===== config.mk =====
export PLATFORM = sky130hd
export DESIGN_NAME = rfcp_cordic_cell
export DESIGN_NICKNAME = d
export VERILOG_FILES = /design/src/rfcp_pkg.sv /design/src/rfcp_cordic_cell.sv
export SDC_FILE = /design/constraint.sdc
export NUM_CORES = 1
export LEC_CHECK = 0
export BUFFER_PORTS_ARGS = -buffer_cell sky130_fd_sc_hd__buf_4
export CORE_UTILIZATION = 61
export CTS_CLUSTER_SIZE = 28
export DETAILED_ROUTE_END_ITERATION = 7
export PLACE_DENSITY = 0.87
export SLEW_MARGIN = 20
export SYNTH_ARGS = -nofsm -noshare
export SYNTH_HDL_FRONTEND = slang
export SYNTH_SLANG_ARGS = --single-unit

===== constraint.sdc =====
create_clock -name aclk -period 7.7 [get_ports aclk]
set_clock_uncertainty 0.05 [all_clocks]
set_input_delay 0 -clock aclk [delete_from_list [all_inputs] [get_ports aclk]]
set_output_delay 0 -clock aclk [all_outputs]
set_load 0.03 [all_outputs]

===== src/rfcp_pkg.sv =====
// Shared types, constants and helper functions for the radar frame to
// Cartesian point converter. No dependencies; imported by every module.
`timescale 1ns / 1ps

package rfcp_pkg;

    // Number of CORDIC cells in each rotation chain (8 to 24).
    localparam int CORDIC_STAGES = 16;
    localparam int ATAN_ENTRIES  = 24;
    localparam int STAGE_IDX_W   = 5;

    // Number of register stages in the angle reduction pipeline.
    localparam int PREP_LAT = 4;

    // Frame acceptance.
    localparam logic [3:0] MIN_FRAME_LEN = 4'd8;

    // Angle folding limits in 0.01 degree.
    localparam logic [15:0] DEG_FULL    = 16'd36000;
    localparam logic [15:0] DEG_HALF    = 16'd18000;
    localparam logic [15:0] DEG_QUARTER = 16'd9000;
    localparam logic [15:0] DEG_3QUART  = 16'd27000;

    // Scaling of a centidegree magnitude m to 2^32 units per turn:
    // round(m * 2^32 / 36000) = m * 119304 + floor((m * 728 + 562) / 1125).
    localparam logic [30:0] TURN_SCALE_HI = 31'd119304;
    localparam logic [22:0] TURN_REM_MUL  = 23'd728;
    localparam logic [22:0] TURN_REM_ADD  = 23'd562;
    // floor(t / 1125) = (t * ceil(2^36 / 1125)) >> 36 for t below 2^23
    localparam logic [48:0] RECIP_1125    = 49'd61083980;
    localparam int          RECIP_SHIFT   = 36;

    // CORDIC start vector magnitude in Q2.30.
    localparam logic signed [31:0] CORDIC_GAIN_Q30 = 32'sd652032874;

    // Rounding offsets.
    localparam logic signed [32:0] ROUND_Q15 = 33'sd16384;
    localparam logic signed [49:0] ROUND_Q30 = 50'sd536870912;

    typedef logic [STAGE_IDX_W-1:0] stage_idx_t;

    // One received CAN frame.
    typedef struct packed {
        logic [28:0] can_id;
        logic [3:0]  frame_len;
        logic [63:0] frame_data;
    } frame_t;

    // One Cartesian point.
    typedef struct packed {
        logic signed [15:0] pos_x;
        logic signed [15:0] pos_y;
        logic signed [15:0] pos_z;
        logic signed [7:0]  echo_power;
    } point_t;

    // Rotation vector and residual angle handed from cell to cell.
    typedef struct packed {
        logic signed [31:0] x;
        logic signed [31:0] y;
        logic signed [31:0] z;
    } cordic_vec_t;

    // Per-frame data that travels beside the CORDIC chains.
    typedef struct packed {
        logic signed [15:0] range;
        logic signed [7:0]  power;
    } side_t;

    // Arctangent of 2^-i in 2^32 units per turn, truncated.
    function automatic logic signed [31:0] atan_unit(input stage_idx_t idx);
        logic signed [31:0] val;
        case (idx)
            5'd0:    val = 32'sd536870912;
            5'd1:    val = 32'sd316933406;
            5'd2:    val = 32'sd167458907;
            5'd3:    val = 32'sd85004756;
            5'd4:    val = 32'sd42667331;
            5'd5:    val = 32'sd21354465;
            5'd6:    val = 32'sd10680094;
            5'd7:    val = 32'sd5340245;
            5'd8:    val = 32'sd2670163;
            5'd9:    val = 32'sd1335087;
            5'd10:   val = 32'sd667544;
            5'd11:   val = 32'sd333772;
            5'd12:   val = 32'sd166886;
            5'd13:   val = 32'sd83443;
            5'd14:   val = 32'sd41721;
            5'd15:   val = 32'sd20860;
            5'd16:   val = 32'sd10430;
            5'd17:   val = 32'sd5215;
            5'd18:   val = 32'sd2607;
            5'd19:   val = 32'sd1303;
            5'd20:   val = 32'sd651;
            5'd21:   val = 32'sd325;
            5'd22:   val = 32'sd162;
            5'd23:   val = 32'sd81;
            default: val = 32'sd0;
        endcase
        return val;
    endfunction

    // Clamp to the signed 16-bit range.
    function automatic logic signed [15:0] sat16(input logic signed [49:0] v);
        logic signed [15:0] res;
        if (v > 50'sd32767) begin
            res = 16'sh7fff;
        end else if (v < -50'sd32768) begin
            res = 16'sh8000;
        end else begin
            res = v[15:0];
        end
        return res;
    endfunction

    // Q2.30 to Q1.15 with round half up and saturation.
    function automatic logic signed [15:0] q15_round(input logic signed [31:0] v);
        logic signed [32:0] sum;
        logic signed [32:0] shifted;
        sum     = 33'(v) + ROUND_Q15;
        shifted = sum >>> 15;
        return sat16(50'(shifted));
    endfunction

endpackage


===== src/rfcp_cordic_cell.sv =====
// One rotation-mode CORDIC cell: a single micro-rotation, registered.
// Depends on rfcp_pkg for the vector type and the arctangent table.
`timescale 1ns / 1ps

module rfcp_cordic_cell (
    input  logic                     aclk,
    input  logic                     en,
    input  rfcp_pkg::stage_idx_t     stage_idx,
    input  rfcp_pkg::cordic_vec_t    vec_in,
    output rfcp_pkg::cordic_vec_t    vec_out
);
    import rfcp_pkg::*;

    logic signed [31:0] dx;
    logic signed [31:0] dy;
    logic signed [31:0] ang;
    cordic_vec_t        vec_next;
    cordic_vec_t        vec_reg;

    // Rotate toward a zero residual angle
    always_comb begin
        dx  = vec_in.y >>> stage_idx;
        dy  = vec_in.x >>> stage_idx;
        ang = atan_unit(stage_idx);
        if (!vec_in.z[31]) begin
            vec_next.x = vec_in.x - dx;
            vec_next.y = vec_in.y + dy;
            vec_next.z = vec_in.z - ang;
        end else begin
            vec_next.x = vec_in.x + dx;
            vec_next.y = vec_in.y - dy;
            vec_next.z = vec_in.z + ang;
        end
    end

    // Hand the vector to the next cell
    always_ff @(posedge aclk) begin
        if (en) begin
            vec_reg <= vec_next;
        end
    end

    assign vec_out = vec_reg;

endmodule


==> metrics.csv <==
stage,metric,value,unit
drt,total iterations of the first detailed-routing run,8,
clock_tree,post-CTS setup buffers,0,
critical_path,startpoint types,input pin,
drt,initial DRC count,2369,
synthesis,Synth area leader,edfxtp_1,
final_layout,layout cell share with drive strength beyond 1,0.212,
drt,"antenna viol nets, final",0,
clock_tree,Root Buffer,clkbuf_16,
critical_path,Crit Path Max Fanout,86,
final_layout,"leading cell type in the layout, fill and taps excluded",buf_4,
global_routing,initial antenna violation count,3,
sta,Final Setup Violations,0,
run,Max-Cap Viols,0,
outcome,outcome,"complete, but fails checks",
clock_tree,# clock sinks,96,
synthesis,Post-Synthesis Cell Area,0.0151,mm^2
drt,final wirelength,55700,um
synthesis,Post-Syn Instances,1679,
sta,"Slew Viols, Final",0,
sta,period utilisation layout,0.851,
synthesis,dominant synthesized flop cell,edfxtp_1,
floorplanning,Die ar.,0.0253,mm^2
synthesis,sequential cell area fraction in the yosys report,0.191,
final_layout,area grow syn2layout,12.8,%
drt,DR DRC count,5,
pwr,Leak,6.82,nW
critical_path,CP endpoint kind,flop,
final_layout,most frequent cells in the layout,"buf_4, nor2_1, a21oi_1",
sta,min cycle time layout,6.55,ns
clock_tree,Max Root-Sink Buffers,2,
critical_path,CP Data Arrival Time,6.61,ns
sta,setup_tns,0,ns
drt,vias,15600,
floorplanning,Initial Util,0.621,
global_routing,global-route wire length before repair,84500,um
drt,WL per Instance,25.9,um
clock_tree,CTS tree,built,
sta,Slew HR,0.283,
floorplanning,Core ar.,0.0242,mm^2
synthesis,post-synthesis cell type count,98,
critical_path,WS Path Type,in2reg,
clock_tree,cts bufs inserted,9,
clock_tree,# hold bufs at CTS,5,
final_layout,Largest register FFs,96,
global_routing,pin count of the biggest net entering global routing,87,
floorplanning,Std-Cell Rows,57,
final_layout,fin util,0.701,
critical_path,"Data required, critical path",7.76,ns
sta,Hold Slack,0.0796,ns
placement,HPWL Detailed,41700,um
synthesis,Yosys top cell area share,0.191,
global_routing,GRT overflow,0,
placement,placed cell count,2126,
global_routing,Total Routing Usage GR,0.431,
floorplanning,I/O pin count,199,
placement,IO buf count,198,
pwr,Peak supply drop,0.179,mV
synthesis,asr flop ratio synth,0,
clock_tree,H-tree levels,3,
synthesis,"Avg Cell Area, Syn",8.98,um^2
final_layout,Final Net Count,2037,
global_routing,vias in the first global route,14700,
synthesis,post-synthesis net count,1898,
synthesis,"top cells by area, synth","edfxtp_1, mux4_2, ha_1",
synthesis,"EDFF count, synth",96,
sta,Worst Tran Pin Value,1.07,ns
drt,routed vias/inst,7.25,
placement,GP Congestion,1.10,
floorplanning,overall die width,159,um
sta,RSZ-0062 raised after global routing,no,
sta,final hold violation count,0,
synthesis,Yosys reg bits,96,
min_path,Hold Crit Class,in2reg,
synthesis,Ys Warns,0,
final_layout,"Cell Count, Final, Fillers Out",2149,
outcome,failing checks,design-rule violations,
sta,Highest Clock Rate,0.153,GHz
pwr,P per Cell Area,200,mW/mm^2
floorplanning,chip height,159,um
clock_tree,"Clk pin slew, worst setup/hold paths",0.08,ns
clock_tree,cts repair resizes,0,
## cells by family after synthesis
logic type                 count (synthesis)  share of synthesized area
adders and majority gates                116                     0.0978
xor gates and xnor gates                 161                     0.0946
muxes                                    164                      0.182
and+or+nand+nor                          468                      0.155
DFF                                       96                      0.191
buffers and inverters                    149                     0.0462
AOI/OAI and AO/OA                        525                      0.233
## worst max-delay path, cell delays in order
cell	delay, ns
buf_6	0.65
mux2_2	0.51
mux4_2	0.61
a211oi_1	0.42
ha_1	0.22
and2_1	0.22
and4b_1	0.45
inv_1	0.11
o41a_1	0.45
xnor2_1	0.15
ha_1	0.42
a21o_1	0.19
a21oi_1	0.17
o211ai_1	0.10
a31oi_1	0.19
o21ai_0	0.10
buf_4	0.18
a2111oi_0	0.56
o21ai_0	0.15
a31o_2	0.27
xor3_1	0.36
## metrics by stage
| step | total power, mW | instance area (um^2) | setup WS [ns] |
|---|---|---|---|
| after CTS | 3.35 | 17000 | 1.33 |
| after floorplan | 2.25 | 15100 | 2.06 |
| after detailed placement | 2.87 | 16700 | 0.934 |
| after global placement | 2.83 | 16700 | 1.04 |
| after global routing | 3.55 | 17000 | 0.768 |
| final | 3.39 | 17000 | 1.15 |
## report_power, final
part / leakage (nW) / switching, mW / internal, mW
combinational: 5.75 / 1.29 / 0.821
sequential: 0.940 / 0.0414 / 0.783
clock: 0.132 / 0.239 / 0.223
total: 6.82 / 1.57 / 1.83
## per-layer routing
| metal | GRT usage | share of wire | vias up |
|---|---|---|---|
| li1 | - | - | 6738 |
| met1 | 0.563 | 0.38 | 7388 |
| met2 | 0.658 | 0.43 | 1192 |
| met3 | 0.125 | 0.13 | 268 |
| met4 | 0.202 | 0.055 | 2 |
| met5 | 0 | 0.00023 | - |
## area by class of cell
type / count / area (um^2)
clock buffers: 9 / 225
well taps: 324 / 405
fillers: 1950 / 7250
multi-input cells: 1434 / 11500
clock inverters: 7 / 52.6
flip-flops and latches: 96 / 2880
inverters: 49 / 184
diodes: 2 / 5.00
repair buffers: 228 / 1740
## synthesized netlist by cell type, types with 13 or more instances
library cell,instances
a31oi_1,29
buf_2,33
inv_1,46
o22ai_1,19
mux2_2,32
and2_1,19
edfxtp_1,96
xnor2_1,104
o21ai_0,93
nor3_1,34
a21o_1,31
a21oi_1,132
mux2i_1,46
nand2b_1,28
o21bai_1,16
a211oi_1,23
o21a_1,25
nand4_1,15
nor2b_1,22
and3_1,13
mux4_2,81
ha_1,113
xor2_1,56
a22oi_1,16
clkbuf_1,43
nor2_1,144
o211ai_1,17
nand2_1,109
nand3_1,31
## final timing paths
| check | cells past startpoint | startpoint | slack [ns] | to |
|---|---|---|---|---|
| setup / recovery | 21 | stage_idx[0] | 1.15 | vec_out[63] |
| hold / removal | 4 | vec_in[12] | 0.08 | vec_out[12] |
No activity file was read; power rests on OpenSTA's default activity.
