==> src/rfcp_pkg.sv <==
// Shared types, constants and helper functions for the radar frame to
// Cartesian point converter. No dependencies; imported by every module.
`timescale 1ns / 1ps

package rfcp_pkg;

    // Number of CORDIC cells in each rotation chain (8 to 24).
    localparam int CORDIC_STAGES = 16;
    localparam int ATAN_ENTRIES  = 24;
    localparam int STAGE_IDX_W   = 5;

    // Number of register stages in the angle reduction pipeline.
    localparam int PREP_LAT = 4;

    // Frame acceptance.
    localparam logic [3:0] MIN_FRAME_LEN = 4'd8;

    // Angle folding limits in 0.01 degree.
    localparam logic [15:0] DEG_FULL    = 16'd36000;
    localparam logic [15:0] DEG_HALF    = 16'd18000;
    localparam logic [15:0] DEG_QUARTER = 16'd9000;
    localparam logic [15:0] DEG_3QUART  = 16'd27000;

    // Scaling of a centidegree magnitude m to 2^32 units per turn:
    // round(m * 2^32 / 36000) = m * 119304 + floor((m * 728 + 562) / 1125).
    localparam logic [30:0] TURN_SCALE_HI = 31'd119304;
    localparam logic [22:0] TURN_REM_MUL  = 23'd728;
    localparam logic [22:0] TURN_REM_ADD  = 23'd562;
    // floor(t / 1125) = (t * ceil(2^36 / 1125)) >> 36 for t below 2^23
    localparam logic [48:0] RECIP_1125    = 49'd61083980;
    localparam int          RECIP_SHIFT   = 36;

    // CORDIC start vector magnitude in Q2.30.
    localparam logic signed [31:0] CORDIC_GAIN_Q30 = 32'sd652032874;

    // Rounding offsets.
    localparam logic signed [32:0] ROUND_Q15 = 33'sd16384;
    localparam logic signed [49:0] ROUND_Q30 = 50'sd536870912;

    typedef logic [STAGE_IDX_W-1:0] stage_idx_t;

    // One received CAN frame.
    typedef struct packed {
        logic [28:0] can_id;
        logic [3:0]  frame_len;
        logic [63:0] frame_data;
    } frame_t;

    // One Cartesian point.
    typedef struct packed {
        logic signed [15:0] pos_x;
        logic signed [15:0] pos_y;
        logic signed [15:0] pos_z;
        logic signed [7:0]  echo_power;
    } point_t;

    // Rotation vector and residual angle handed from cell to cell.
    typedef struct packed {
        logic signed [31:0] x;
        logic signed [31:0] y;
        logic signed [31:0] z;
    } cordic_vec_t;

    // Per-frame data that travels beside the CORDIC chains.
    typedef struct packed {
        logic signed [15:0] range;
        logic signed [7:0]  power;
    } side_t;

    // Arctangent of 2^-i in 2^32 units per turn, truncated.
    function automatic logic signed [31:0] atan_unit(input stage_idx_t idx);
        logic signed [31:0] val;
        case (idx)
            5'd0:    val = 32'sd536870912;
            5'd1:    val = 32'sd316933406;
            5'd2:    val = 32'sd167458907;
            5'd3:    val = 32'sd85004756;
            5'd4:    val = 32'sd42667331;
            5'd5:    val = 32'sd21354465;
            5'd6:    val = 32'sd10680094;
            5'd7:    val = 32'sd5340245;
            5'd8:    val = 32'sd2670163;
            5'd9:    val = 32'sd1335087;
            5'd10:   val = 32'sd667544;
            5'd11:   val = 32'sd333772;
            5'd12:   val = 32'sd166886;
            5'd13:   val = 32'sd83443;
            5'd14:   val = 32'sd41721;
            5'd15:   val = 32'sd20860;
            5'd16:   val = 32'sd10430;
            5'd17:   val = 32'sd5215;
            5'd18:   val = 32'sd2607;
            5'd19:   val = 32'sd1303;
            5'd20:   val = 32'sd651;
            5'd21:   val = 32'sd325;
            5'd22:   val = 32'sd162;
            5'd23:   val = 32'sd81;
            default: val = 32'sd0;
        endcase
        return val;
    endfunction

    // Clamp to the signed 16-bit range.
    function automatic logic signed [15:0] sat16(input logic signed [49:0] v);
        logic signed [15:0] res;
        if (v > 50'sd32767) begin
            res = 16'sh7fff;
        end else if (v < -50'sd32768) begin
            res = 16'sh8000;
        end else begin
            res = v[15:0];
        end
        return res;
    endfunction

    // Q2.30 to Q1.15 with round half up and saturation.
    function automatic logic signed [15:0] q15_round(input logic signed [31:0] v);
        logic signed [32:0] sum;
        logic signed [32:0] shifted;
        sum     = 33'(v) + ROUND_Q15;
        shifted = sum >>> 15;
        return sat16(50'(shifted));
    endfunction

endpackage

==> src/rfcp_angle_prep.sv <==
// Angle reduction for one angle: modulo one turn, fold to +-90 degrees and
// scale to 2^32 units per turn. Depends on rfcp_pkg.
`timescale 1ns / 1ps

module rfcp_angle_prep (
    input  logic               aclk,
    input  logic               en,
    input  logic signed [15:0] cdeg,
    output logic signed [31:0] z_start,
    output logic               neg_cos
);
    import rfcp_pkg::*;

    logic [15:0]        a_val;
    logic [13:0]        mag_next;
    logic               bneg_next;
    logic               negc_next;
    logic [13:0]        mag_reg;
    logic               bneg1_reg;
    logic               negc1_reg;

    logic [22:0]        rem_next;
    logic [30:0]        hi_next;
    logic [22:0]        rem_reg;
    logic [30:0]        hi2_reg;
    logic               bneg2_reg;
    logic               negc2_reg;

    logic [48:0]        recip_prod;
    logic [12:0]        lo_next;
    logic [12:0]        lo_reg;
    logic [30:0]        hi3_reg;
    logic               bneg3_reg;
    logic               negc3_reg;

    logic [30:0]        zmag;
    logic signed [31:0] z_next;
    logic signed [31:0] z_reg;
    logic               negc4_reg;

    // Reduce modulo one turn and fold into [-90, 90] degrees
    always_comb begin
        a_val = cdeg[15] ? ($unsigned(cdeg) + DEG_FULL) : $unsigned(cdeg);
        if (a_val > DEG_3QUART) begin
            mag_next  = 14'(DEG_FULL - a_val);
            bneg_next = 1'b1;
            negc_next = 1'b0;
        end else if (a_val > DEG_QUARTER) begin
            negc_next = 1'b1;
            if (a_val > DEG_HALF) begin
                mag_next  = 14'(a_val - DEG_HALF);
                bneg_next = 1'b1;
            end else begin
                mag_next  = 14'(DEG_HALF - a_val);
                bneg_next = 1'b0;
            end
        end else begin
            mag_next  = 14'(a_val);
            bneg_next = 1'b0;
            negc_next = 1'b0;
        end
    end

    // Split the scaling into an integer part and a remainder term
    assign rem_next = 23'(23'(mag_reg) * TURN_REM_MUL + TURN_REM_ADD);
    assign hi_next  = 31'(31'(mag_reg) * TURN_SCALE_HI);

    // Divide the remainder term by 1125 through the reciprocal
    assign recip_prod = 49'(rem_reg) * RECIP_1125;
    assign lo_next    = recip_prod[48:RECIP_SHIFT];

    // Combine and apply the sign
    assign zmag   = hi3_reg + 31'(lo_reg);
    assign z_next = bneg3_reg ? -$signed({1'b0, zmag}) : $signed({1'b0, zmag});

    // Advance all stages together
    always_ff @(posedge aclk) begin
        if (en) begin
            mag_reg   <= mag_next;
            bneg1_reg <= bneg_next;
            negc1_reg <= negc_next;

            rem_reg   <= rem_next;
            hi2_reg   <= hi_next;
            bneg2_reg <= bneg1_reg;
            negc2_reg <= negc1_reg;

            lo_reg    <= lo_next;
            hi3_reg   <= hi2_reg;
            bneg3_reg <= bneg2_reg;
            negc3_reg <= negc2_reg;

            z_reg     <= z_next;
            negc4_reg <= negc3_reg;
        end
    end

    assign z_start = z_reg;
    assign neg_cos = negc4_reg;

endmodule

==> config.mk <==
export PLATFORM = sky130hd
export DESIGN_NAME = rfcp_angle_prep
export DESIGN_NICKNAME = d
export VERILOG_FILES = /design/src/rfcp_pkg.sv /design/src/rfcp_angle_prep.sv
export SDC_FILE = /design/constraint.sdc
export NUM_CORES = 1
export LEC_CHECK = 0
export BUFFER_PORTS_ARGS = -buffer_cell sky130_fd_sc_hd__buf_2
export CAP_MARGIN = 40
export CORE_MARGIN = 2
export CORE_UTILIZATION = 55
export DETAILED_ROUTE_END_ITERATION = 7
export GPL_ROUTABILITY_DRIVEN = 0
export PLACE_DENSITY = 0.72
export REMOVE_ABC_BUFFERS = 1
export SLEW_MARGIN = 40
export SYNTH_ARGS = -nofsm -noshare
export SYNTH_HDL_FRONTEND = slang
export SYNTH_SLANG_ARGS = --single-unit
export TNS_END_PERCENT = 1
==> constraint.sdc <==
create_clock -name aclk -period 14.6 [get_ports aclk]
set_clock_uncertainty 0.2 [all_clocks]
set_input_delay 2.19 -clock aclk [delete_from_list [all_inputs] [get_ports aclk]]
set_output_delay 2.19 -clock aclk [all_outputs]
set_load 0.05 [all_outputs]
==> flow_summary.json <==
{
  "status": "finished, final reports clean",
  "cts.sinks": 141,
  "crit_top_cell": "fa_1",
  "hold_buffers": 0,
  "netlist_instances": 1766,
  "grt_pass1_vias": 12860,
  "cts_max_level": 4,
  "period_minus_slack_ns": 7.319,
  "cp-startpoint": "rem_reg[21]",
  "grt_overflow": 0,
  "synth_edf_count": 141,
  "ys_seq_elements": 141,
  "portBuffers": 50,
  "hold_path.class": "reg -> reg",
  "cts_buffer_depth": 2,
  "cp_top_family": "adder cells",
  "arrival_ns": 7.31,
  "detail_route.wl_per_cell_microns": 16.02,
  "nFillCells": 2799,
  "vias": 12480,
  "grt_max_degree": 94,
  "clockRootBuffer": "clkbuf_16",
  "die_x_microns": 189.5,
  "fmaxAchievable_ghz": 0.1366,
  "cpPeakStageDelay_ns": 0.58,
  "grt_setup_unrepaired": "false",
  "clk_pin_slew_ns": 0.07,
  "largest_register_ff_count": 32,
  "nets": 2427,
  "gr-usage-all-layers_pct": 21.47,
  "multiInputGateArea_sq_um": 13360,
  "rr_startpoint": "rem_reg[21]",
  "clk_latency_ns": 0.44,
  "worst_pin_slew_ns": 0.7837,
  "relSlewSlack_pct": 46.40,
  "drive_gt1_share_pct": 5.892,
  "cts_tree": "yes",
  "die_y_microns": 189.5,
  "hold_viol_final": 0,
  "regToRegSetupSlack_ns": 7.28,
  "final_antenna_net_count": 0,
  "post_cts_resize_count": 0,
  "worst_setup_path_end_kind": "flop",
  "setup_viol": 0,
  "cp_data_required_time_ns": 14.59,
  "yosys_warnings": 0,
  "drt-initial-drc-count": 688,
  "min_from": "hi2_reg[16]",
  "antenna_found_initial": 0,
  "regArea_sq_um": 4234,
  "ys.flop_type": "edfxtp_1",
  "die_area_sq_um": 35900,
  "startpoint_type": "flop",
  "wirelength_mm": 36.54,
  "grt_first_pass_wirelength_mm": 62.03,
  "ys_seq_area_share_pct": 22.38,
  "fin_setup_tns_ns": 0,
  "cp_num_buf_inv": 4,
  "crit_fanout": 9,
  "routed_via_density": 5.473,
  "syn2layout_area_growth_pct": 7.308,
  "drc_errors": 0,
  "initial_utilization_pct": 56.14,
  "core.rowCount": 67,
  "crit_type": "reg -> reg",
  "post-cts-setup-buffer-count": 0,
  "cts_buffers": 17,
  "post-dp-hpwl_mm": 30.43,
  "drtPass1Iterations": 5,
  "cp_slowest_cell": "edfxtp_1",
  "syn_area_per_cell_sq_um": 10.71,
  "synth.distinct_cells": 76,
  "core_sq_um": 33700,
  "maxCapViolations": 0,
  "maxSlewViolCount": 0,
  "fin_crit_sh_pct": 50.13,
  "antenna_cells": 0,
  "num_io_pins": 51,
  "path_cells": "inv_1 -> ha_1 -> fa_1 -> inv_1 -> fa_1 -> fa_1 -> inv_1 -> fa_1 -> inv_1 -> fa_1 -> fa_1 -> ha_1 -> a21oi_1 -> o21ai_0 -> a2111oi_0 -> o221ai_1 -> a31oi_1 -> a21oi_1 -> a31oi_1 -> o21ba_2 -> xnor2_1",
  "synthArstFlopShare_pct": 0,
  "syn_area_sq_um": 18920
}
metal layers:
metal  part of all wire (%)  GRT usage, %  up-vias  wire, microns
met5                      0             0        -              0
met4                    1.9         5.605        0            676
met1                     48         29.65     6016          17540
met2                     47         35.94      222          17060
li1                       -             -     6194              -
met3                    3.5         2.632       52           1265
synthesized netlist by cell type, drive strengths merged (5+ instances only):
| master | number | area share (%) |
|---|---|---|
| nand3 | 27 | 0.71 |
| nand2 | 63 | 1.2 |
| and3 | 10 | 0.38 |
| o211ai | 16 | 0.63 |
| xnor2 | 97 | 4.5 |
| ha | 402 | 27 |
| edfxtp | 141 | 22 |
| nor2b | 8 | 0.26 |
| xor2 | 46 | 2.1 |
| o21bai | 6 | 0.24 |
| and4 | 6 | 0.28 |
| a211oi | 10 | 0.40 |
| o21a | 11 | 0.44 |
| or2 | 10 | 0.33 |
| a21oi | 59 | 1.6 |
| a21o | 27 | 1.1 |
| fa | 187 | 20 |
| nor2 | 59 | 1.2 |
| nand2b | 10 | 0.33 |
| o21ai | 46 | 1.2 |
| or3 | 7 | 0.23 |
| nor3 | 26 | 0.69 |
| inv | 331 | 6.6 |
| a31oi | 9 | 0.30 |
| nor3b | 5 | 0.20 |
| nand4 | 16 | 0.53 |
| and2 | 9 | 0.30 |
| mux2i | 15 | 0.79 |
| o41ai | 7 | 0.36 |
| buf | 12 | 0.34 |
| clkbuf | 6 | 0.13 |
| o31ai | 14 | 0.56 |
worst paths after layout:
check	depth (start not counted)	endpoint
worst max-delay path	21	lo_reg[9]
worst min-delay path	0	hi3_reg[16]
worst max register to register	21	lo_reg[9]
worst min register to register	0	hi3_reg[16]
through the flow:
step	setup WS, ns	util (%)	cells	instance area (sq um)	hold slack (ns)
floorplan	7.962	-	1748	18830	0.2003
global placement	7.477	58.35	2248	19660	0.2004
detailed placement	7.297	58.38	2249	19680	0.2045
CTS	7.298	60.24	2281	20300	0.2171
global route	6.844	60.24	2281	20300	0.2205
finish	7.281	60.24	2281	20300	0.2135
cell type report:
class | instances | area share, %
multi-input combinational | 1276 | 65.78
sequential | 141 | 20.86
inverter | 331 | 6.120
tap | 448 | 2.761
clock buffer | 17 | 2.095
timing repair buffer | 53 | 1.405
clock inverter | 15 | 0.9799
cell usage in the layout (no fill, tap or decap), types with 5 or more instances in the layout:
cell	synthesis	final
a211oi_1	10	10
a21o_1	27	27
a21oi_1	58	58
a31oi_1	9	9
and2_1	9	9
and3_1	8	8
and4_1	6	6
buf_2	9	49
clkbuf_16	0	17
clkinv_8	0	7
edfxtp_1	141	141
fa_1	187	187
ha_1	402	402
inv_1	330	330
mux2i_1	15	15
nand2_1	63	63
nand2b_1	10	10
nand3_1	27	27
nand4_1	16	16
nor2_1	59	59
nor2b_1	8	8
nor3_1	26	26
nor3b_1	5	5
o211ai_1	16	16
o21a_1	11	11
o21ai_0	44	44
o21bai_1	6	6
o31ai_1	14	14
o41ai_1	6	6
or2_2	7	7
or3_1	7	7
xnor2_1	97	97
xor2_1	46	46
kinds of logic after synthesis:
group,after synthesis,share of synthesized area [%]
AOI/OAI and AO/OA,256,9.219
xor gates and xnor gates,143,6.620
adders and majority gates,589,46.37
buffers and inverters,349,7.030
DFF,141,22.38
muxes,17,0.9126
and+or+nand+nor,271,7.466
Power is not shown: default switching activity piles up to over one toggle a cycle in this logic, so the estimate is an artifact.
