`config.mk`:
```
export PLATFORM = sky130hd
export DESIGN_NAME = rfcp_out_buf
export DESIGN_NICKNAME = d
export VERILOG_FILES = /design/src/rfcp_pkg.sv /design/src/rfcp_out_buf.sv
export SDC_FILE = /design/constraint.sdc
export NUM_CORES = 1
export LEC_CHECK = 0
export ABC_AREA = 1
export BUFFER_PORTS_ARGS = -buffer_cell sky130_fd_sc_hd__buf_2
export CAP_MARGIN = 5
export CORE_AREA = 2 2 98 100
export DETAILED_ROUTE_END_ITERATION = 8
export DIE_AREA = 0 0 100 102
export GPL_ROUTABILITY_DRIVEN = 0
export GPL_TIMING_DRIVEN = 0
export PLACE_DENSITY = 0.75
export SLEW_MARGIN = 20
export SYNTH_ARGS = -nofsm -noshare
export SYNTH_HDL_FRONTEND = slang
export SYNTH_SLANG_ARGS = --single-unit
```
`constraint.sdc`:
```
create_clock -name aclk -period 4.05 [get_ports aclk]
set_input_delay 0.81 -clock aclk [delete_from_list [all_inputs] [get_ports aclk]]
set_output_delay 0.81 -clock aclk [all_outputs]
set_load 0.01 [all_outputs]
```
`src/rfcp_pkg.sv`:
```
// Shared types, constants and helper functions for the radar frame to
// Cartesian point converter. No dependencies; imported by every module.
`timescale 1ns / 1ps

package rfcp_pkg;

    // Number of CORDIC cells in each rotation chain (8 to 24).
    localparam int CORDIC_STAGES = 16;
    localparam int ATAN_ENTRIES  = 24;
    localparam int STAGE_IDX_W   = 5;

    // Number of register stages in the angle reduction pipeline.
    localparam int PREP_LAT = 4;

    // Frame acceptance.
    localparam logic [3:0] MIN_FRAME_LEN = 4'd8;

    // Angle folding limits in 0.01 degree.
    localparam logic [15:0] DEG_FULL    = 16'd36000;
    localparam logic [15:0] DEG_HALF    = 16'd18000;
    localparam logic [15:0] DEG_QUARTER = 16'd9000;
    localparam logic [15:0] DEG_3QUART  = 16'd27000;

    // Scaling of a centidegree magnitude m to 2^32 units per turn:
    // round(m * 2^32 / 36000) = m * 119304 + floor((m * 728 + 562) / 1125).
    localparam logic [30:0] TURN_SCALE_HI = 31'd119304;
    localparam logic [22:0] TURN_REM_MUL  = 23'd728;
    localparam logic [22:0] TURN_REM_ADD  = 23'd562;
    // floor(t / 1125) = (t * ceil(2^36 / 1125)) >> 36 for t below 2^23
    localparam logic [48:0] RECIP_1125    = 49'd61083980;
    localparam int          RECIP_SHIFT   = 36;

    // CORDIC start vector magnitude in Q2.30.
    localparam logic signed [31:0] CORDIC_GAIN_Q30 = 32'sd652032874;

    // Rounding offsets.
    localparam logic signed [32:0] ROUND_Q15 = 33'sd16384;
    localparam logic signed [49:0] ROUND_Q30 = 50'sd536870912;

    typedef logic [STAGE_IDX_W-1:0] stage_idx_t;

    // One received CAN frame.
    typedef struct packed {
        logic [28:0] can_id;
        logic [3:0]  frame_len;
        logic [63:0] frame_data;
    } frame_t;

    // One Cartesian point.
    typedef struct packed {
        logic signed [15:0] pos_x;
        logic signed [15:0] pos_y;
        logic signed [15:0] pos_z;
        logic signed [7:0]  echo_power;
    } point_t;

    // Rotation vector and residual angle handed from cell to cell.
    typedef struct packed {
        logic signed [31:0] x;
        logic signed [31:0] y;
        logic signed [31:0] z;
    } cordic_vec_t;

    // Per-frame data that travels beside the CORDIC chains.
    typedef struct packed {
        logic signed [15:0] range;
        logic signed [7:0]  power;
    } side_t;

    // Arctangent of 2^-i in 2^32 units per turn, truncated.
    function automatic logic signed [31:0] atan_unit(input stage_idx_t idx);
        logic signed [31:0] val;
        case (idx)
            5'd0:    val = 32'sd536870912;
            5'd1:    val = 32'sd316933406;
            5'd2:    val = 32'sd167458907;
            5'd3:    val = 32'sd85004756;
            5'd4:    val = 32'sd42667331;
            5'd5:    val = 32'sd21354465;
            5'd6:    val = 32'sd10680094;
            5'd7:    val = 32'sd5340245;
            5'd8:    val = 32'sd2670163;
            5'd9:    val = 32'sd1335087;
            5'd10:   val = 32'sd667544;
            5'd11:   val = 32'sd333772;
            5'd12:   val = 32'sd166886;
            5'd13:   val = 32'sd83443;
            5'd14:   val = 32'sd41721;
            5'd15:   val = 32'sd20860;
            5'd16:   val = 32'sd10430;
            5'd17:   val = 32'sd5215;
            5'd18:   val = 32'sd2607;
            5'd19:   val = 32'sd1303;
            5'd20:   val = 32'sd651;
            5'd21:   val = 32'sd325;
            5'd22:   val = 32'sd162;
            5'd23:   val = 32'sd81;
            default: val = 32'sd0;
        endcase
        return val;
    endfunction

    // Clamp to the signed 16-bit range.
    function automatic logic signed [15:0] sat16(input logic signed [49:0] v);
        logic signed [15:0] res;
        if (v > 50'sd32767) begin
            res = 16'sh7fff;
        end else if (v < -50'sd32768) begin
            res = 16'sh8000;
        end else begin
            res = v[15:0];
        end
        return res;
    endfunction

    // Q2.30 to Q1.15 with round half up and saturation.
    function automatic logic signed [15:0] q15_round(input logic signed [31:0] v);
        logic signed [32:0] sum;
        logic signed [32:0] shifted;
        sum     = 33'(v) + ROUND_Q15;
        shifted = sum >>> 15;
        return sat16(50'(shifted));
    endfunction

endpackage

```
`src/rfcp_out_buf.sv`:
```
// Two-entry output buffer between the point pipeline and the result channel.
// Depends on rfcp_pkg for the point type.
`timescale 1ns / 1ps

module rfcp_out_buf (
    input  logic             aclk,
    input  logic             aresetn,
    input  logic             push,
    input  rfcp_pkg::point_t push_data,
    output logic             full,
    output logic             m_valid,
    input  logic             m_ready,
    output rfcp_pkg::point_t m_data
);
    import rfcp_pkg::*;

    point_t      entry_reg [2];
    logic        wr_ptr_reg;
    logic        rd_ptr_reg;
    logic [1:0]  count_reg;
    logic [1:0]  count_next;
    logic        pop;

    assign pop     = m_valid & m_ready;
    assign full    = (count_reg == 2'd2);
    assign m_valid = (count_reg != 2'd0);
    assign m_data  = entry_reg[rd_ptr_reg];

    always_comb begin
        count_next = count_reg;
        if (push && !pop) begin
            count_next = count_reg + 2'd1;
        end else if (pop && !push) begin
            count_next = count_reg - 2'd1;
        end
    end

    // Track pointers and fill level
    always_ff @(posedge aclk) begin
        if (!aresetn) begin
            wr_ptr_reg <= 1'b0;
            rd_ptr_reg <= 1'b0;
            count_reg  <= 2'd0;
        end else begin
            count_reg <= count_next;
            if (push) begin
                wr_ptr_reg <= ~wr_ptr_reg;
            end
            if (pop) begin
                rd_ptr_reg <= ~rd_ptr_reg;
            end
        end
    end

    // Store an incoming point
    always_ff @(posedge aclk) begin
        if (push) begin
            entry_reg[wr_ptr_reg] <= push_data;
        end
    end

endmodule

```
==> results of run 1 <==
[worst paths after layout]
check | startpoint | to | slack, ns | cells after the start
setup / recovery | flip-flop | m_data[39] | 1.56 | 4
hold / removal | rd_ptr_reg$_SDFFE_PN0P_ | flip-flop | 0.50 | 2
setup reg to reg | wr_ptr_reg$_SDFFE_PN0P_ | entry_reg[0][46]$_DFFE_PP_ | 2.60 | 2
hold reg to reg | rd_ptr_reg$_SDFFE_PN0P_ | flip-flop | 0.50 | 2
[layout make-up]
| cell class | instances | area share, % |
|---|---|---|
| sequential | 117 | 58.8 |
| clock inverter | 15 | 3.86 |
| clock buffer | 17 | 7.03 |
| multi-input combinational | 79 | 15.2 |
| tap | 111 | 2.36 |
| inverter | 8 | 0.552 |
| timing repair buffer | 120 | 11.2 |
| buffer | 6 | 1.04 |
[critical path, stage by stage, from the launching register on]
cell     delay [ns]
dfxtp_1        0.34
buf_6          0.18
buf_6          0.20
mux2_4         0.31
buf_2          0.14
[metal layers]
layer	track usage, %	routed length, um
met5	0	0
met3	5.54	484
met2	26.7	4120
met1	16.4	2990
met4	6.22	65
[cells by family after synthesis]
family	count (synthesis)	synth area share, %
flip-flops	117	78.0
multiplexers	56	17.6
AND/OR/NAND/NOR	19	1.69
buffers and inverters	14	2.06
AO/OA/AOI/OAI	3	0.394
adder cells (fa/ha/maj)	1	0.282
[power by group through the flow]
| stage | clock [mW] | combinational, mW | sequential (mW) |
|---|---|---|---|
| finish | 1.59 | 0.412 | 1.42 |
| global route | 1.69 | 0.445 | 1.43 |
| CTS | 1.63 | 0.421 | 1.42 |
| detailed placement | 0 | 0.419 | 1.45 |
| global placement | 0 | 0.396 | 1.45 |
| floorplan | 0 | 0.262 | 1.44 |
[cell usage after synthesis, drive strengths merged]
| library cell | number | area share, % |
|---|---|---|
| a21oi | 1 | 0.11 |
| buf | 6 | 1.4 |
| dfxtp | 5 | 2.3 |
| edfxtp | 112 | 76 |
| ha | 1 | 0.28 |
| inv | 8 | 0.68 |
| mux2 | 56 | 18 |
| nand2 | 9 | 0.76 |
| nand3 | 1 | 0.11 |
| nand4 | 1 | 0.14 |
| nor2 | 8 | 0.68 |
| o21a | 1 | 0.17 |
| o21ai | 1 | 0.11 |
[through the flow]
| step | hold WS [ns] | cell area (sq um) |
|---|---|---|
| after floorplan | 0.467 | 4440 |
| after global placement | 0.480 | 5160 |
| final | 0.499 | 5890 |
| after detailed placement | 0.487 | 5250 |
| after CTS | 0.476 | 5890 |
| after global routing | 0.473 | 5890 |
==> metrics.md, run 1 <==
| Metric | Value |
|---|---|
| Run status | finished, final reports clean |
| Chip width | 100 um |
| Seq/Total Area, Yosys | 78.0% |
| Max FFs per register | around 110 |
| WL final | around 7600 um |
| Die area | 0.0102 sq mm |
| Worst-margin pin slew | 0.676 ns |
| Post-route antenna net violation count | 0 |
| Total negative slack | 0 ns |
| Vias in the first global route | ~2300 |
| Htree depth | 4 |
| Switching Fraction | 21.7% |
| Post-Layout Cell Count | 473 |
| GR Overflow Total | 0 |
| Synth Cell Area | between 0.004 and 0.005 sq mm |
| Routed wire per std cell | 16.2 um |
| Final Net Count | 410 |
| Crit Path Class | reg2out |
| CTS max path bufs | 2 |
| Power, Total | 3.43 mW |
| Startpoint Class | flip-flop |
| Comb pwr share | 12.0% |
| Largest net degree at the start of global routing | 38 |
| Arr. time, crit path | 1.68 ns |
| Crit. End Element | output port |
| Unique masters post-synth | 15 |
| Antenna cells | 0 |
| Reg area | 0.00346 sq mm |
| Worst-path clk slew | ~0.060 ns |
| Total GRT Usage | 15.1% |
| Most frequent cells in the layout | buf_2 (118), edfxtp_1 (112), mux2_4 (40) |
| Psw | 743 uW |
| DP HPWL | 5080 um |
| Post-placement cell count | ~440 |
| Hold WC Path Type | reg2reg |
| Data required, critical path | 3.24 ns |
| Synth Instances | 210 |
| Util after Layout | roughly two thirds |
| #FFs+latches synth | 117 |
| Max_slew headroom | between 50 and 60% |
| DR vias/cell | 4.86 |
| Worst-Skew Late Latency | ~0.49 ns |
| Sink Count | around 120 |
| DR iter-0 viols | 59 |
| Period utilisation layout | between 60% and 70% |
| Max rail drop VDD | 0.315 mV |
| Core area | 0.00911 sq mm |
| Min setup slack post-route | between 1.5 and 2 ns |
| Min Tclk post-route | 2.49 ns |
| Avg Cell Area, Syn | 21.1 sq um |
| Final Slew Violations | 0 |
| Clk_skew | 0.00928 ns |
| Port bufs | 117 |
| Clock Power Share | 46.5% |
| Drc violations | 0 |
| First-pass GRT wire length | around 11000 um |
| Synthesis Warnings | 0 |
| Post-CTS sizing | 0 |
| P per Cell Area | 582 mW/mm^2 |
| Hold Buf Count CTS | 0 |
| Int Pwr | 2.68 mW |
| Final-report setup violation count | 0 |
| Post-CTS Setup Bufs | 0 |
| DR vias | between 2000 and 2500 |
| Area growth from synthesis to layout | 32.7% |
| CTS tree | done |
| Initial antenna violation count | 0 |
| CTS Buf Count | 17 |
| Row cnt | 35 |
| Die Ht | 102 um |
| Total I/O pin count | 118 |
| Layout cells sized above 1 | 59.4% |
| Flop pwr share | around two fifths |
| Multi-input logic area | about 890 sq um |
| Most common cell after layout, fill and taps aside | buf_2 |
| Static leakage | 2.37 nW |
| Post-Syn Nets | about 270 |
| Crit-path max FO | 10 |
| RSZ-0062 raised after global routing | false |
| Max-cap violations | 0 |
| Fin. Hold Viols | 0 |
| Fmax | 402 MHz |
| Root buffer cell | clkbuf_8 |
| Initial core utilization | about 50% |
| Pre-antenna DRT Iters | 6 |
| Dpl ws | 1.93 ns |
| # fillers | approximately 670 |
No activity file was read; power rests on OpenSTA's default activity.
==> run 2, diff against run 1 <==
--- a/config.mk
+++ b/config.mk
@@ -5,12 +5,12 @@
 export SDC_FILE = /design/constraint.sdc
 export NUM_CORES = 1
 export LEC_CHECK = 0
-export ABC_AREA = 1
+export ABC_AREA = 0
 export BUFFER_PORTS_ARGS = -buffer_cell sky130_fd_sc_hd__buf_2
 export CAP_MARGIN = 5
-export CORE_AREA = 2 2 98 100
+export CORE_AREA = 2 2 96 98
 export DETAILED_ROUTE_END_ITERATION = 8
-export DIE_AREA = 0 0 100 102
+export DIE_AREA = 0 0 98 100
 export GPL_ROUTABILITY_DRIVEN = 0
 export GPL_TIMING_DRIVEN = 0
 export PLACE_DENSITY = 0.75
==> constraint.sdc (replaced) <==
create_clock -name aclk -period 2.5 [get_ports aclk]
set_input_delay 0.5 -clock aclk [delete_from_list [all_inputs] [get_ports aclk]]
set_output_delay 0.5 -clock aclk [all_outputs]
set_load 0.01 [all_outputs]
==> metrics.md, run 2 <==
| Metric | Value |
|---|---|
| FF-to-FF Start | wr_ptr_reg$_SDFFE_PN0P_ |
| Final-report setup violation count | 0 |
| Synthesis Warnings | 0 |
| Count leader, synth | edfxtp_1 |
| P per Cell Area | about 1000 mW/mm^2 |
| Met3 wire length | 427 um |
| Root buffer cell | clkbuf_8 |
| Most frequent cell on the critical path | buf_2 |
| Hold WS | 0.183 ns |
| Post-synth top flop | edfxtp_1 |
| Max_slew headroom | 74.2% |
| Crit Path Class | reg2out |
| Max rail drop VDD | between 0.5 and 0.6 mV |
| Layout cells sized above 1 | 61.5% |
| Clk_skew | 0.00896 ns |
| Hold Buf Count CTS | 0 |
| Final Slew Violations | 0 |
| Max stage delay on crit path | 0.36 ns |
| Switching Fraction | 24.1% |
| Min Tclk post-route | 2.32 ns |
| Chip width | 98 um |
| First-pass GRT wire length | 11100 um |
| Die area | 0.00980 sq mm |
| Port bufs | 117 |
| Met2 Wirelength | 3540 um |
| Critical-path top delay cell | mux2_2 |
| Core area | 0.00889 sq mm |
| Worst-path clk slew | 0.06 ns |
| Max FFs per register | around 110 |
| Synth Area in Compound Gates | less than 1% |
| Data required, critical path | 2.00 ns |
| Post-synth EDFFs | 112 |
| Max-cap violations | 0 |
| Initial antenna violation count | 0 |
| Post-route antenna net violation count | 0 |
| CTS max path bufs | 2 |
| Most frequent cells in the layout | buf_2 (119), edfxtp_1 (112), mux2_2 (56) |
| Psw | 1.40 mW |
| Row cnt | 35 |
| Final Net Count | ~400 |
| Post-CTS sizing | 0 |
| Arr. time, crit path | 1.82 ns |
| CTS Buf Count | 17 |
| Fraction of registers with async set or reset after synthesis | 0% |
| Post-Syn Nets | between 200 and 300 |
| Startpoint Class | flip-flop |
| Area share of the largest cell type after synthesis | 79.1% |
| Crit-path max FO | 10 |
| Total I/O pin count | ~120 |
| Htree depth | 4 |
| Fin. Hold Viols | 0 |
| Synth Instances | 196 |
| Pre-antenna DRT Iters | 4 |
| Most common cell after layout, fill and taps aside | buf_2 |
| Worst-margin pin slew | 0.386 ns |
| Top routing layer in use | met4 |
| Int Pwr | approximately 4.4 mW |
| WL final | 7150 um |
| CTS tree | done |
| Comb pwr share | around a fifth |
| Die Ht | 100 um |
| Util after Layout | 63.5% |
| Seq/Total Area, Yosys | 81.4% |
| Multiplexer share of the synthesized area | between 10% and 20% |
| R2R Setup Slk | 1.06 ns |
| Adder-cell share of the synthesized area | less than 1% |
| Hold Startpoint | push_data[0] |
| Buf/Inv on CP | 3 |
| Post-CTS Setup Bufs | 0 |
| Area growth from synthesis to layout | 32.7% |
| Largest family of logic cells by synthesized area | multiplexers |
| Crit-path cells | buf_2 > buf_4 > mux2_2 > buf_2 |
| Synth Cell Area | 0.00425 sq mm |
| Drc violations | 0 |
| Initial core utilization | 47.9% |
| Post-synthesis simple-gate area fraction | under 10% |
| GR Overflow Total | 0 |
| Clock Power Share | 39.9% |
| RSZ-0062 raised after global routing | false |
| Top delay family on crit path | buffers and inverters |
| Worst-Skew Late Latency | 0.50 ns |
| Synth area leader | edfxtp_1 |
| Static leakage | between 2 and 2.5 nW |
| Commonest cells post-synth | edfxtp_1 (112), mux2_2 (56), dfxtp_1 (5) |
| Period utilisation layout | 92.6% |
| Largest net degree at the start of global routing | 48 |
| #FFs+latches synth | 117 |
| Flop pwr share | 40.2% |
| Avg Cell Area, Syn | 21.7 sq um |
| DR vias/cell | 4.87 |
| Xor and xnor fraction of the mapped netlist area | less than 1% |
| Run status | finished, final reports clean |
| DP HPWL | 4660 um |
| Antenna cells | 0 |
| DR iter-0 viols | 62 |
| Hold WC Path Type | in2reg |
| Wl on met1 | 3060 um |
| Sink Count | 117 |
| Routed wire per std cell | about 16 um |
| Unique masters post-synth | 16 |
| DR vias | 2235 |
| Largest cells by area after synthesis | edfxtp_1 (79%), mux2_2 (15%), dfxtp_1 (2.4%) |
| Fmax | 432 MHz |
| Vias in the first global route | 2330 |
| Total GRT Usage | 15.2% |
| Total negative slack | 0 ns |
| Crit. End Element | output port |
run 2: cell count changes in the layout (fill, tap and decap cells not counted), sizes merged, moves of 2 or more:
| cell | change |
|---|---|
| inv | -10 |
| bufinv | -2 |
| and2 | +4 |
| nor2 | -8 |
| clkbuf | +3 |
| nor2b | +3 |
| xnor2 | +2 |
| clkinv | +2 |
| nand2 | -9 |
run 2: final timing paths:
check	end	cells after the start
setup / recovery	m_data[21]	4
hold / removal	entry_reg[1][0]$_DFFE_PP_	1
setup reg to reg	entry_reg[0][36]$_DFFE_PP_	3
hold reg to reg	count_reg[1]$_SDFFE_PN0P_	2
run 2: cell families after synthesis:
logic type | after synthesis
AOI/OAI and AO/OA | 4
xor gates and xnor gates | 3
adders and majority gates | 1
buffers and inverters | 6
DFF | 117
muxes | 56
and+or+nand+nor | 9
run 2: per-layer routing:
layer | vias up | global-route usage [%]
met5 | - | 0
met4 | 0 | 7.48
met3 | 11 | 6.06
met2 | 81 | 24.6
met1 | 1086 | 17.9
li1 | 1057 | -
run 2: metrics by stage:
step / setup slack (ns) / total power, mW / instances / cell area (sq um)
floorplan: 0.0784 / 3.12 / 196 / 4260
global placement: -0.876 / 3.51 / 424 / 4980
detailed placement: 0.683 / 3.55 / 427 / 5060
CTS: 0.145 / 5.89 / 459 / 5640
global route: 0.0707 / 6.08 / 459 / 5640
finish: 0.184 / 5.81 / 459 / 5640
run 2: cell type report:
cell class              instances  area, sq um
well taps                     111          139
multi-input cells              73          761
repair buffers                120          661
clock inverters                12          155
clock buffers                  20          425
fillers                       671         3250
plain buffers                   6         40.0
flip-flops and latches        117         3460
run 2: power by group through the flow:
stage	Clock [mW]	Combinational (mW)	Sequential (mW)
floorplan	0	0.758	2.36
global placement	0	1.14	2.37
detailed placement	0	1.18	2.37
CTS	2.38	1.18	2.33
global route	2.47	1.26	2.34
finish	2.32	1.16	2.33
run 2: worst register-to-register path: stages, from the launching register on:
cell     delay (ns)
dfxtp_1        0.34
nor2b_4        0.35
buf_16         0.23
buf_12         0.20
==> run 3, diff against run 2 <==
--- a/config.mk
+++ b/config.mk
@@ -8,9 +8,9 @@
 export ABC_AREA = 0
 export BUFFER_PORTS_ARGS = -buffer_cell sky130_fd_sc_hd__buf_2
 export CAP_MARGIN = 5
-export CORE_AREA = 2 2 96 98
+export CORE_AREA = 5 5 99 101
 export DETAILED_ROUTE_END_ITERATION = 8
-export DIE_AREA = 0 0 98 100
+export DIE_AREA = 0 0 104 106
 export GPL_ROUTABILITY_DRIVEN = 0
 export GPL_TIMING_DRIVEN = 0
 export PLACE_DENSITY = 0.75
==> metrics.md, run 3 (synthesis gave the netlist of run 2 again) <==
| Metric | Value |
|---|---|
| # fillers | 651 |
| Initial antenna violation count | 0 |
| Util after Layout | 64.0% |
| Hold Buf Count CTS | 0 |
| Drc violations | 0 |
| Die area | approximately 0.011 sq mm |
| Static leakage | ~2.2 nW |
| Int Pwr | 4.72 mW |
| Crit Path Class | reg2out |
| Initial core utilization | 47.6% |
| Post-placement cell count | 427 |
| DP HPWL | 5070 um |
| Final Slew Violations | 0 |
| Routed wire per std cell | 16.3 um |
| Crit. End Element | output port |
| Most common cell after layout, fill and taps aside | buf_2 |
| Core area | just under 0.009 sq mm |
| Run status | finished, final reports clean |
| Area growth from synthesis to layout | 34.4% |
| Fmax | between 400 and 500 MHz |
| CTS Buf Count | 17 |
| FF-to-FF Start | count_reg[0]$_SDFFE_PN0P_ |
| GR Overflow Total | 0 |
| Hold Path Stages | 1 |
| Worst-path clk slew | 0.06 ns |
| WL final | 7480 um |
| Post-CTS sizing | 0 |
| Row cnt | 35 |
| First-pass GRT wire length | 12100 um |
| Fin. Hold Viols | 0 |
| Vias in the first global route | 2440 |
| Largest net degree at the start of global routing | 30 |
| Post-Layout Cell Count | 459 |
| Total GRT Usage | between 10% and 20% |
| CTS tree | done |
| Max-cap violations | 0 |
| RSZ-0062 raised after global routing | false |
| Max_slew headroom | 59.7% |
| Total negative slack | 0 ns |
| Layout cells sized above 1 | 61.5% |
| Most frequent cells in the layout | buf_2 (119), edfxtp_1 (112), mux2_2 (56) |
| Hold WC Path Type | in2reg |
| Startpoint Class | flip-flop |
| Min Tclk post-route | 2.28 ns |
| Htree depth | 4 |
| Max FFs per register | 112 |
| P per Cell Area | about 1100 mW/mm^2 |
| Period utilisation layout | about nine tenths |
| Worst-Skew Late Latency | 0.49 ns |
| Final-report setup violation count | 0 |
| Post-route antenna net violation count | 0 |
| Root buffer cell | clkbuf_8 |
| Clock Power Share | 42.9% |
| Final Instance Area | 0.00572 sq mm |
| Post-CTS Setup Bufs | 0 |
| DR vias | between 2000 and 2500 |
| CTS max path bufs | 2 |
| Chip width | 104 um |
| Crit-path max FO | 10 |
| Flop pwr share | 38.1% |
| Multi-input logic area | 761 sq um |
| Switching Fraction | roughly 23% |
| Reg area | approximately 0.0035 sq mm |
| Sink Count | 117 |
| Arr. time, crit path | ~1.8 ns |
| Psw | approximately 1.4 mW |
| Total I/O pin count | 118 |
| Clk_skew | approximately 0.0061 ns |
| Power, Total | between 6 and 7 mW |
| Data required, critical path | 2.00 ns |
| Area post-placement | 0.00506 sq mm |
| Hold Startpoint | push_data[6] |
| Antenna cells | 0 |
| Worst-margin pin slew | 0.603 ns |
| Die Ht | roughly 110 um |
| Pre-antenna DRT Iters | 4 |
| Port bufs | around 120 |
| DR iter-0 viols | 64 |
| Comb pwr share | 18.9% |
| Final Net Count | between 300 and 400 |
| R2r worst-path depth | 4 |
| DR vias/cell | 4.84 |
| Max rail drop VDD | 0.891 mV |
run 3: power groups by stage:
stage | Sequential [mW] | Clock [mW] | Combinational (mW)
after floorplan | 2.36 | 0 | 0.758
after global placement | 2.37 | 0 | 1.15
after detailed placement | 2.37 | 0 | 1.18
after CTS | 2.33 | 2.68 | 1.19
after global routing | 2.34 | 2.79 | 1.27
final | 2.33 | 2.63 | 1.16
run 3: metrics by stage:
| step | hold slack (ns) | setup slack [ns] |
|---|---|---|
| after floorplan | 0.474 | 0.0784 |
| after global placement | 0.490 | -0.864 |
| after detailed placement | 0.510 | 0.680 |
| after CTS | 0.168 | 0.147 |
| after global routing | 0.160 | 0.0768 |
| final | 0.191 | 0.221 |
run 3: final timing paths:
check	to	slack, ns
hold / removal	entry_reg[1][6]$_DFFE_PP_	0.19
hold reg to reg	count_reg[1]$_SDFFE_PN0P_	0.53
setup reg to reg	count_reg[1]$_SDFFE_PN0P_	1.07
setup / recovery	m_data[38]	0.22
run 3: final cells by class:
class	count	area share, %
clock inverters	12	3.98
clock buffers	20	7.44
repair buffers	120	11.6
flip-flops and latches	117	60.6
multi-input cells	73	13.3
well taps	111	2.43
plain buffers	6	0.700
run 3: metal layers:
| layer | GRT usage, % | up-vias | part of all wire, % |
|---|---|---|---|
| met5 | 0 | - | 0 |
| met4 | 4.72 | 0 | 1.2 |
| met3 | 5.89 | 8 | 6.5 |
| met2 | 24.2 | 76 | 52 |
| met1 | 16.2 | 1083 | 40 |
| li1 | - | 1054 | - |
run 3: worst max-delay path, stage by stage (launching register included):
cell	delay, ns
dfxtp_1	0.31
buf_2	0.25
buf_4	0.24
mux2_2	0.35
buf_2	0.14
